===== src/sv/sus_pkg.sv =====
`timescale 1ns / 1ps
// Shared types and constants for the sorted unique set table.
// No dependencies; imported by sus_cell, the top level and the testbench.
package sus_pkg;

  localparam int unsigned VAL_W        = 16;
  localparam int unsigned POS_W        = 7;
  localparam int unsigned CNT_W        = 7;
  localparam int unsigned CAPACITY_DEF = 64;
  localparam int unsigned SIZE_CEILING = 65535;

  typedef enum logic [1:0] {
    OP_INSERT = 2'd0,
    OP_REMOVE = 2'd1,
    OP_TRUNC  = 2'd2,
    OP_FIND   = 2'd3
  } op_t;

  typedef enum logic [1:0] {
    STAT_OK    = 2'd0,
    STAT_NOCHG = 2'd1,
    STAT_FULL  = 2'd2
  } stat_t;

  typedef struct packed {
    op_t              op;
    logic [VAL_W-1:0] value;
  } in_t;

  typedef struct packed {
    logic [POS_W-1:0] position;
    logic             found;
    logic [CNT_W-1:0] count;
    stat_t            status;
  } out_t;

  // Controls broadcast to every cell of the chain
  typedef struct packed {
    logic             cmp_en;
    logic [VAL_W-1:0] cmp_value;
    logic             ins;
    logic             rem;
    logic [VAL_W-1:0] ins_value;
  } cell_ctl_t;

endpackage


===== src/sv/sus_cell.sv =====
`timescale 1ns / 1ps
// One table cell: holds an entry, compares it against the probe value and
// shifts with its neighbors on insert/remove. Depends on sus_pkg.
module sus_cell #(
  parameter int unsigned IDX = 0,
  parameter int unsigned CW  = 7
) (
  input  logic                     clk,
  input  sus_pkg::cell_ctl_t       ctl,
  input  logic [CW-1:0]            count,
  input  logic                     left_lt,
  input  logic [sus_pkg::VAL_W-1:0] left_entry,
  input  logic [sus_pkg::VAL_W-1:0] right_entry,
  output logic [sus_pkg::VAL_W-1:0] entry_r,
  output logic                     lt_r,
  output logic                     eq_r
);
  import sus_pkg::*;

  localparam logic [CW-1:0] IDX_C = CW'(IDX);

  logic             valid;
  logic [VAL_W-1:0] entry_nxt;

  assign valid = (IDX_C < count);

  always_comb begin
    entry_nxt = entry_r;
    if (ctl.ins && !lt_r) begin
      // boundary cell takes the new value, cells above shift up
      entry_nxt = left_lt ? ctl.ins_value : left_entry;
    end else if (ctl.rem && !lt_r) begin
      entry_nxt = right_entry;
    end
  end

  always_ff @(posedge clk) begin
    entry_r <= entry_nxt;
    if (ctl.cmp_en) begin
      lt_r <= valid && (entry_r < ctl.cmp_value);
      eq_r <= valid && (entry_r == ctl.cmp_value);
    end
  end

endmodule


===== src/sv/sus_pos_enc.sv =====
`timescale 1ns / 1ps
// One-hot to binary encoder for the lower-bound position of the cell chain.
// Self-contained; used by the top level.
module sus_pos_enc #(
  parameter int unsigned N  = 64,
  parameter int unsigned PW = 7
) (
  input  logic [N:0]    onehot,
  output logic [PW-1:0] idx
);

  always_comb begin
    idx = '0;
    for (int i = 0; i <= N; i++) begin
      if (onehot[i]) begin
        idx = idx | PW'(i);
      end
    end
  end

endmodule


===== src/sv/sorted_unique_set_table.sv =====
`timescale 1ns / 1ps
// Sorted unique set table: an ascending table of distinct 16-bit values
// held in a chain of cells. Depends on sus_pkg, sus_cell and sus_pos_enc.
//
// Usage:
//   in_valid/in_ready/in_data carry one operation (insert, remove,
//   truncate at or above, find) and a value. Every transaction yields
//   exactly one result on out_valid/out_ready/out_data with the
//   lower-bound position, a found flag, the new count and a status.
//   Each item has a compare step, in which all cells compare their entry
//   against the value in parallel (on the accepting edge), and an update
//   step, in which the position is encoded and the cells shift in parallel.
//   The result is registered; out_valid rises at the edge that completes
//   the update step, and in_ready comes back at that same edge.
//   A new item is not accepted before the last one's update is done; the
//   table update of one item must finish before the next compare reads it.
//   If the receiver stalls, the finished result waits in the output
//   register; a next item is still accepted and compared, and its update
//   waits until the output register is taken.
//   Reset empties the table (count 0); entries need no clearing since
//   only cells below the count are ever compared.
module sorted_unique_set_table #(
  parameter int unsigned CAPACITY = sus_pkg::CAPACITY_DEF
) (
  input  logic          clk,
  input  logic          rst_n,
  input  logic          in_valid,
  output logic          in_ready,
  input  sus_pkg::in_t  in_data,
  output logic          out_valid,
  input  logic          out_ready,
  output sus_pkg::out_t out_data
);
  import sus_pkg::*;

  localparam int unsigned CW    = $clog2(CAPACITY + 1);
  localparam int unsigned LIMIT = (CAPACITY < SIZE_CEILING) ? CAPACITY : SIZE_CEILING;

  typedef enum logic [1:0] {
    S_CMP = 2'b01,
    S_UPD = 2'b10
  } state_t;

  state_t           state_r, state_nxt;
  logic [CW-1:0]    count_r, count_nxt;
  op_t              op_r;
  logic [VAL_W-1:0] value_r;
  logic             out_valid_r, out_valid_nxt;
  out_t             out_data_r, out_data_nxt;

  cell_ctl_t        ctl;
  logic [VAL_W-1:0] entry_q [CAPACITY];
  logic [CAPACITY-1:0] lt_vec, eq_vec;
  logic [CAPACITY:0]   bound;
  logic [CW-1:0]    pos;
  logic             hit;
  logic             in_fire, upd_fire;
  logic             do_ins, do_rem;
  stat_t            status;

  assign in_ready  = state_r[0];
  assign in_fire   = in_valid && in_ready;
  assign upd_fire  = state_r[1] && (!out_valid_r || out_ready);
  assign out_valid = out_valid_r;
  assign out_data  = out_data_r;

  // Cell chain
  assign ctl.cmp_en    = in_fire;
  assign ctl.cmp_value = in_data.value;
  assign ctl.ins       = do_ins;
  assign ctl.rem       = do_rem;
  assign ctl.ins_value = value_r;

  for (genvar g = 0; g < CAPACITY; g++) begin : g_cell
    logic             l_lt;
    logic [VAL_W-1:0] l_entry, r_entry;
    if (g == 0) begin : g_first
      assign l_lt    = 1'b1;
      assign l_entry = '0;
    end else begin : g_mid
      assign l_lt    = lt_vec[g-1];
      assign l_entry = entry_q[g-1];
    end
    if (g == CAPACITY - 1) begin : g_last
      assign r_entry = entry_q[g];
    end else begin : g_inner
      assign r_entry = entry_q[g+1];
    end
    sus_cell #(.IDX(g), .CW(CW)) u_cell (
      .clk        (clk),
      .ctl        (ctl),
      .count      (count_r),
      .left_lt    (l_lt),
      .left_entry (l_entry),
      .right_entry(r_entry),
      .entry_r    (entry_q[g]),
      .lt_r       (lt_vec[g]),
      .eq_r       (eq_vec[g])
    );
  end

  // lt flags form a thermometer; the edge marks the lower bound
  assign bound[0]        = !lt_vec[0];
  assign bound[CAPACITY] = lt_vec[CAPACITY-1];
  for (genvar b = 1; b < CAPACITY; b++) begin : g_bound
    assign bound[b] = lt_vec[b-1] && !lt_vec[b];
  end

  sus_pos_enc #(.N(CAPACITY), .PW(CW)) u_enc (
    .onehot(bound),
    .idx   (pos)
  );

  assign hit = |eq_vec;

  always_comb begin
    do_ins    = 1'b0;
    do_rem    = 1'b0;
    status    = STAT_OK;
    count_nxt = count_r;
    unique case (op_r)
      OP_INSERT: begin
        if (hit) begin
          status = STAT_NOCHG;
        end else if (count_r >= CW'(LIMIT)) begin
          status = STAT_FULL;
        end else begin
          do_ins    = upd_fire;
          count_nxt = count_r + CW'(1);
        end
      end
      OP_REMOVE: begin
        if (!hit) begin
          status = STAT_NOCHG;
        end else begin
          do_rem    = upd_fire;
          count_nxt = count_r - CW'(1);
        end
      end
      OP_TRUNC: begin
        if (pos >= count_r) begin
          status = STAT_NOCHG;
        end else begin
          count_nxt = pos;
        end
      end
      OP_FIND: begin
        status = STAT_OK;
      end
      default: begin
        status = STAT_OK;
      end
    endcase
  end

  always_comb begin
    state_nxt     = state_r;
    out_valid_nxt = out_valid_r;
    out_data_nxt  = out_data_r;
    if (out_valid_r && out_ready) begin
      out_valid_nxt = 1'b0;
    end
    unique case (state_r)
      S_CMP: begin
        if (in_fire) begin
          state_nxt = S_UPD;
        end
      end
      S_UPD: begin
        if (upd_fire) begin
          state_nxt             = S_CMP;
          out_valid_nxt         = 1'b1;
          out_data_nxt.position = POS_W'(pos);
          out_data_nxt.found    = hit;
          out_data_nxt.count    = CNT_W'(count_nxt);
          out_data_nxt.status   = status;
        end
      end
      default: begin
        state_nxt = S_CMP;
      end
    endcase
  end

  always_ff @(posedge clk) begin
    if (!rst_n) begin
      state_r     <= S_CMP;
      count_r     <= '0;
      out_valid_r <= 1'b0;
    end else begin
      state_r     <= state_nxt;
      out_valid_r <= out_valid_nxt;
      if (upd_fire) begin
        count_r <= count_nxt;
      end
    end
  end

  always_ff @(posedge clk) begin
    out_data_r <= out_data_nxt;
    if (in_fire) begin
      op_r    <= in_data.op;
      value_r <= in_data.value;
    end
  end

endmodule


===== config.mk =====
export PLATFORM = sky130hd
export DESIGN_NAME = sorted_unique_set_table
export DESIGN_NICKNAME = d
export VERILOG_FILES = /design/src/sv/sus_pkg.sv /design/src/sv/sus_cell.sv /design/src/sv/sus_pos_enc.sv /design/src/sv/sorted_unique_set_table.sv
export SDC_FILE = /design/constraint.sdc
export NUM_CORES = 2
export LEC_CHECK = 0
export ABC_AREA = 1
export BUFFER_PORTS_ARGS = -buffer_cell sky130_fd_sc_hd__buf_2
export CAP_MARGIN = 5
export CORE_UTILIZATION = 48
export CTS_BUF_LIST = sky130_fd_sc_hd__clkbuf_16
export CTS_CLUSTER_DIAMETER = 200
export CTS_CLUSTER_SIZE = 24
export DETAILED_ROUTE_END_ITERATION = 7
export PLACE_DENSITY = 0.65
export SLEW_MARGIN = 0
export SYNTH_ARGS = -nofsm -noshare
export SYNTH_HDL_FRONTEND = slang
export SYNTH_SLANG_ARGS = --single-unit
export TNS_END_PERCENT = 5

===== constraint.sdc =====
create_clock -name clk -period 3.9 [get_ports clk]
set_input_delay 0.195 -clock clk [delete_from_list [all_inputs] [get_ports clk]]
set_output_delay 0.195 -clock clk [all_outputs]
set_load 0.02 [all_outputs]

# == Yosys cells after proc, flatten, opt, wreduce, memory -nomap -nowiden ==
# Cells that the tools add are included.
# totals
regBits,1197
in_bits,22
word_cells,1218
# classes
addsub,2
n_lt_le_gt_ge,130
eq_ne,72
muxes,359
n_reduce_logical,454
# ops
op,count
16-bit two-way mux,253
16-bit == test,64
16-bit < comparator,64
1-bit logical AND,321
"6-bit by 7-bit < comparator with 1-bit output, first input constant",32
6-bit two-way mux,32
2-bit nonzero test,63
"5-bit by 7-bit < comparator with 1-bit output, first input constant",16
7-bit two-way mux,12
5-bit two-way mux,16
1-bit logical NOT,65
64-bit OR reduction,1
"4-bit by 7-bit < comparator with 1-bit output, first input constant",8
17-bit two-way mux,2
4-bit two-way mux,8
"3-bit by 7-bit < comparator with 1-bit output, first input constant",4
2-bit two-way mux,13
7-bit case mux with 3 select lines,1
1-bit two-way mux,16
"1-bit by 7-bit < comparator with 1-bit output, first input constant",2
"2-bit by 7-bit < comparator with 1-bit output, first input constant",2
3-bit two-way mux,4
2-bit case mux with 4 select lines,1
"7-bit by 1-bit adder with 7-bit output, second input constant",1
11 further kinds,16

# == Depth between registers and ports, before layout ==
# depth
depth_word,72
mapped_depth,20
depth_no_buf,19

# == Modules after synthesis ==
# Synthesis repeated with hierarchy kept, for this count alone.
# unflattened
hier_cells,11855
area_unflattened_um2,91916.9
# modules_own_cells
mod,n_inst,cells_per_inst,area_per_inst_um2,seq_area_each_um2
sus_cell (g_cell[16].u_cell ...),9,175,1375.1,540.5
sus_cell (g_cell[10].u_cell ...),6,175,1376.3,540.5
sus_cell (g_cell[24].u_cell ...),5,177,1382.6,540.5
sus_cell (g_cell[0].u_cell ...),4,176,1375.1,540.5
sus_cell (g_cell[19].u_cell ...),3,174,1370.1,540.5
sorted_unique_set_table,1,459,3096.7,1251.2
sus_cell (g_cell[41].u_cell ...),2,181,1397.6,540.5
sus_cell (g_cell[54].u_cell ...),2,177,1383.8,540.5
sus_cell (g_cell[32].u_cell ...),2,176,1380.1,540.5
sus_cell (g_cell[3].u_cell ...),2,173,1363.8,540.5
sus_cell (g_cell[27].u_cell ...),2,171,1358.8,540.5
sus_cell (g_cell[20].u_cell),1,182,1438.9,540.5
sus_cell (g_cell[40].u_cell),1,181,1403.8,540.5
sus_cell (g_cell[44].u_cell),1,183,1402.6,540.5
25 more rows,--,--,--,--

# == Least setup slack after synthesis ==
# No wires, ideal clock.
# synth_timing
kind,register to register
startpoint,register state_r[0]
endpoint,"register g_cell[0].u_cell.eq_r, enable pin"
setup_time_ps,499
arrival_time_ps,3377
setup_slack_ps,24
path_stages_with_launch,3
n_path_buf,0
period_less_slack_ps,3876
path_cell_list,dfxtp_1 > nand2_1 > inv_1
# synth_rtl
element,line_no,text
"start, declared",sorted_unique_set_table.sv:44,"state_t state_r, state_nxt;"
"start signal, assigned",sorted_unique_set_table.sv:191,state_r <= state_nxt;
"end signal, assigned",sus_cell.sv:41,eq_r <= valid && (entry_r == ctl.cmp_value);
"end, declared",sus_cell.sv:16,output logic eq_r

# == Final worst setup path ==
# layout_timing
startpoint,register g_cell[15].u_cell.lt_r
endpoint,register count_r[4]
# layout_rtl
element,line_no,text
"start, declared",sus_cell.sv:15,"output logic lt_r,"
"start signal, assigned",sus_cell.sv:40,lt_r <= valid && (entry_r < ctl.cmp_value);
1-bit logical AND *,sorted_unique_set_table.sv:106,assign bound[b] = lt_vec[b-1] && !lt_vec[b];
5-bit two-way mux * (16 in a row),sus_pos_enc.sv:15,if (onehot[i]) begin
6-bit two-way mux * (32 in a row),sus_pos_enc.sv:15,
7-bit two-way mux *,sus_pos_enc.sv:15,
via pos[4],sorted_unique_set_table.sv:55,logic [CW-1:0] pos;
7-bit greater-or-equal comparator,sorted_unique_set_table.sv:141,if (pos >= count_r) begin
7-bit two-way mux *,sorted_unique_set_table.sv:141,
7-bit two-way mux *,sorted_unique_set_table.sv:121,unique case (op_r)
7-bit case mux with 3 select lines *,sorted_unique_set_table.sv:121,
via count_nxt[4],sorted_unique_set_table.sv:45,"logic [CW-1:0] count_r, count_nxt;"
7-bit two-way mux *,sorted_unique_set_table.sv:193,if (upd_fire) begin
7-bit two-way mux *,sorted_unique_set_table.sv:186,if (!rst_n) begin
"end signal, assigned",sorted_unique_set_table.sv:194,count_r <= count_nxt;
"end, declared",sorted_unique_set_table.sv:45,
# The timed path passes the listed nets; every way through them passes the cells marked *. The select of a mux whose other input is x is not followed.
# A chain may end at the register's enable or synchronous reset.

==> impl_metrics.csv <==
group,metric,value,unit
run_status,status,"complete, no violations",
die,fp-row-count,154,
placed_design,dp_hpwl,228000,µm
synthesis,synth_edf_count,1187,
placed_design,port_buffers,40,
timing,finalCritPeriodShare,91.9,%
synthesis,syn-cell-area,0.0857,mm²
route,detail-route-antenna-nets,0,
clock_network,cts_made_buffers,55,
timing,final_hold_viol_count,0,
timing,worst_pin_slew,1.18,ns
placed_design,place_ws,0.389,ns
grt,met1_usage,43.3,%
clock_network,clock_path_buffers,3,
grt,grt_use_met2,54.2,%
synthesis,synth_seq_cells,1197,
timing,whs,0.122,ns
grt,top_usage_layer,"met2",
synthesis,synth_mux_area_share,0,%
grt,groute.usage.overall,32.9,%
final_layout,post-route-util,51.3,%
timing,finalSetupTns,0,ns
placed_design,gp_congestion,0.992,
clock_network,htree_levels,2,
synthesis,synth-xor-area-share,0.0716,%
min_path,hold_path.class,"in2reg",
die,design.die.area,0.180,mm²
final_layout,final_nets,11300,
clock_network,clkTransAtPathRegs,0.11,ns
pwr,clkPwrFrac,26.7,%
clock_network,root_buffer,"clkbuf_16",
grt,overflow,0,
grt,grt_pass1_wl,446000,µm
flow_run,cap_violations,0,
clock_network,cts.sinks,1197,
timing,worst_slack,0.316,ns
pwr,pwr_density_cell,292,mW/mm²
critical_path,end_kind,"flop",
die,coreArea,0.177,mm²
final_layout,nFillCells,16600,
clock_network,clk_latency,0.77,ns
final_layout,syn2layout_area_growth,5.81,%
critical_path,worstPathRequired,4.56,ns
final_layout,seq_area,0.0358,mm²
synthesis,synthSimpleGateAreaFrac,17.0,%
synthesis,ys_warn_count,0,
route,drt_wl_total,305000,µm
synthesis,synth_cells,10400,
synthesis,ys_seq_area_share,41.8,%
pwr,combPwrFrac,18.5,%
die,start_util,48.5,%
grt,grt_max_degree,62,
route,wl_per_cell,24.1,µm
synthesis,syn_nets,11500,
synthesis,synth_flop_cell,"edfxtp_1",
critical_path,path_class,"reg2reg",
critical_path,critPathMaxFanout,35,
final_layout,drive_above_1_share,4.86,%
final_layout,final_common_cell,"nand2_1",
die,die_h,424,µm
route,vias_per_cell,5.89,
synthesis,async_flop_share,0,%
route,first_pass_iters,6,
clock_network,cts_tree,"done",
clock_network,cts_resized,0,
synthesis,syn-mean-instance-area,8.21,µm²
pwr,p_int,18.2,mW
route,drtIter0Drc,8910,
grt,antenna_found_initial,8,
timing,max_freq,279,MHz
pwr,p_seq_share,54.9,%
timing,skew,0.0482,ns
synthesis,synth_fa_ha_area_share,15.1,%
final_layout,multi_input_area,0.0425,mm²
synthesis,synth.distinct_cells,51,
die,chipWidth,424,µm
timing,rsz0062_at_grt,"false",
pwr,power.switching,8.18,mW
timing,maxSlewViolCount,0,
critical_path,startpoint_type,"flop",
timing,maxSlewHeadroom,20.4,%
timing,setup_viol,0,
pwr,finalPower,26.4,mW
critical_path,cp_data_arrival_time,4.25,ns
grt,grt_use_met3,4.76,%
pwr,p_sw_share,31.0,%
timing,min_period,3.58,ns
die,pin_count,41,
route,num_vias,74400,
pwr,leakagePower,37.5,nW
route,drc_errors,0,
grt,grt_pass1_vias,70100,
pwr,vdd_drop_max,0.408,mV
synthesis,synth_top_family_by_area,"compound AO/OA/AOI/OAI gates",
synthesis,synth_compound_area_share,17.4,%
final_layout,final_cell_mix,"2685 x nand2_1, 2118 x o21ai_0, 1232 x inv_1",
-- per-layer routing --
metal / vias to the layer above / wire, µm
met4: 8 / 14500
met3: 674 / 28800
met2: 3536 / 141000
li1: 35200 / -
met5: - / 64
met1: 35000 / 121000
-- critical path, cell delays in order, from the launching register on --
cell	delay (ns)
edfxtp_1	0.42
buf_4	0.26
nand2_1	0.29
nand2_1	0.13
nor2_1	0.16
nand2_1	0.07
nor2_1	0.23
nand2_1	0.14
ha_1	0.34
nand2_1	0.07
nand2_1	0.05
a21oi_1	0.15
nand3_1	0.30
inv_1	0.30
nand3_1	0.11
nand3_1	0.11
nand4_1	0.15
nor2_1	0.14
nor2_1	0.05
-- layout make-up --
| class | instances | share of cell area [%] |
|---|---|---|
| antenna | 4 | 0.0110 |
| clock buffer | 55 | 1.52 |
| clock inverter | 15 | 0.0870 |
| inverter | 1240 | 5.19 |
| multi-input combinational | 7412 | 46.9 |
| sequential | 1197 | 39.5 |
| tap | 2340 | 3.23 |
| timing repair buffer | 376 | 3.54 |
-- logic make-up (layout without fill, tap and decap cells) --
group	count (synthesis)	after routing
DFF	1197	1197
AOI/OAI and AO/OA	2880	2880
buffers and inverters	1820	1686
other	0	4
and+or+nand+nor	3491	3491
xor gates and xnor gates	7	7
adders and majority gates	1034	1034
-- synthesized netlist by cell type, types with 78 or more instances --
cell type,number,area share [%]
a21oi_1,568,3.3
buf_2,115,0.67
buf_4,78,0.68
clkbuf_1,365,1.6
edfxtp_1,1187,42
ha_1,1034,15
inv_1,1236,5.4
nand2_1,2685,12
nand3_1,120,0.70
nand4_1,118,0.86
nor2_1,378,1.7
o21ai_0,2118,12
-- power by group through the flow --
| stage | logic [mW] | clock network (mW) | registers, mW |
|---|---|---|---|
| final | 4.88 | 7.05 | 14.5 |
| after global routing | 5.33 | 7.42 | 14.5 |
| after CTS | 4.77 | 7.07 | 14.5 |
| after detailed placement | 4.73 | 0 | 14.8 |
| after global placement | 4.63 | 0 | 14.8 |
| after floorplan | 2.95 | 0 | 14.7 |
-- registers in the layout, indices dropped and copies added, names as in the netlist --
signal,cells
g_cell.u_cell.eq_r,64
value_r,16
out_valid,1
count_r,7
g_cell.u_cell.entry_r,1024
state_r,2
out_data,17
g_cell.u_cell.lt_r,64
op_r,2
-- what timing repair did --
item | in CTS | in global routing
hold endpoints to repair | 27 | 0
setup buffers | 0 | 0
hold buffers | 20 | 0
-- through the flow --
step | instances | instance area, µm²
after floorplan | 10400 | 85700
after global placement | 12500 | 89000
after detailed placement | 12500 | 89000
after CTS | 12600 | 90600
after global routing | 12600 | 90600
final | 12600 | 90600
-- worst paths after layout --
check / depth (start not counted) / slack [ns] / startpoint / end
worst max-delay path: 18 / 0.32 / g_cell[15].u_cell.lt_r / count_r[4]
worst min-delay path: 3 / 0.12 / in_valid / op_r[0]
worst max register to register: 18 / 0.32 / g_cell[15].u_cell.lt_r / count_r[4]
worst min register to register: 2 / 0.59 / g_cell[1].u_cell.entry_r[0] / g_cell[0].u_cell.entry_r[0]
(Power assumes the default switching activity.)
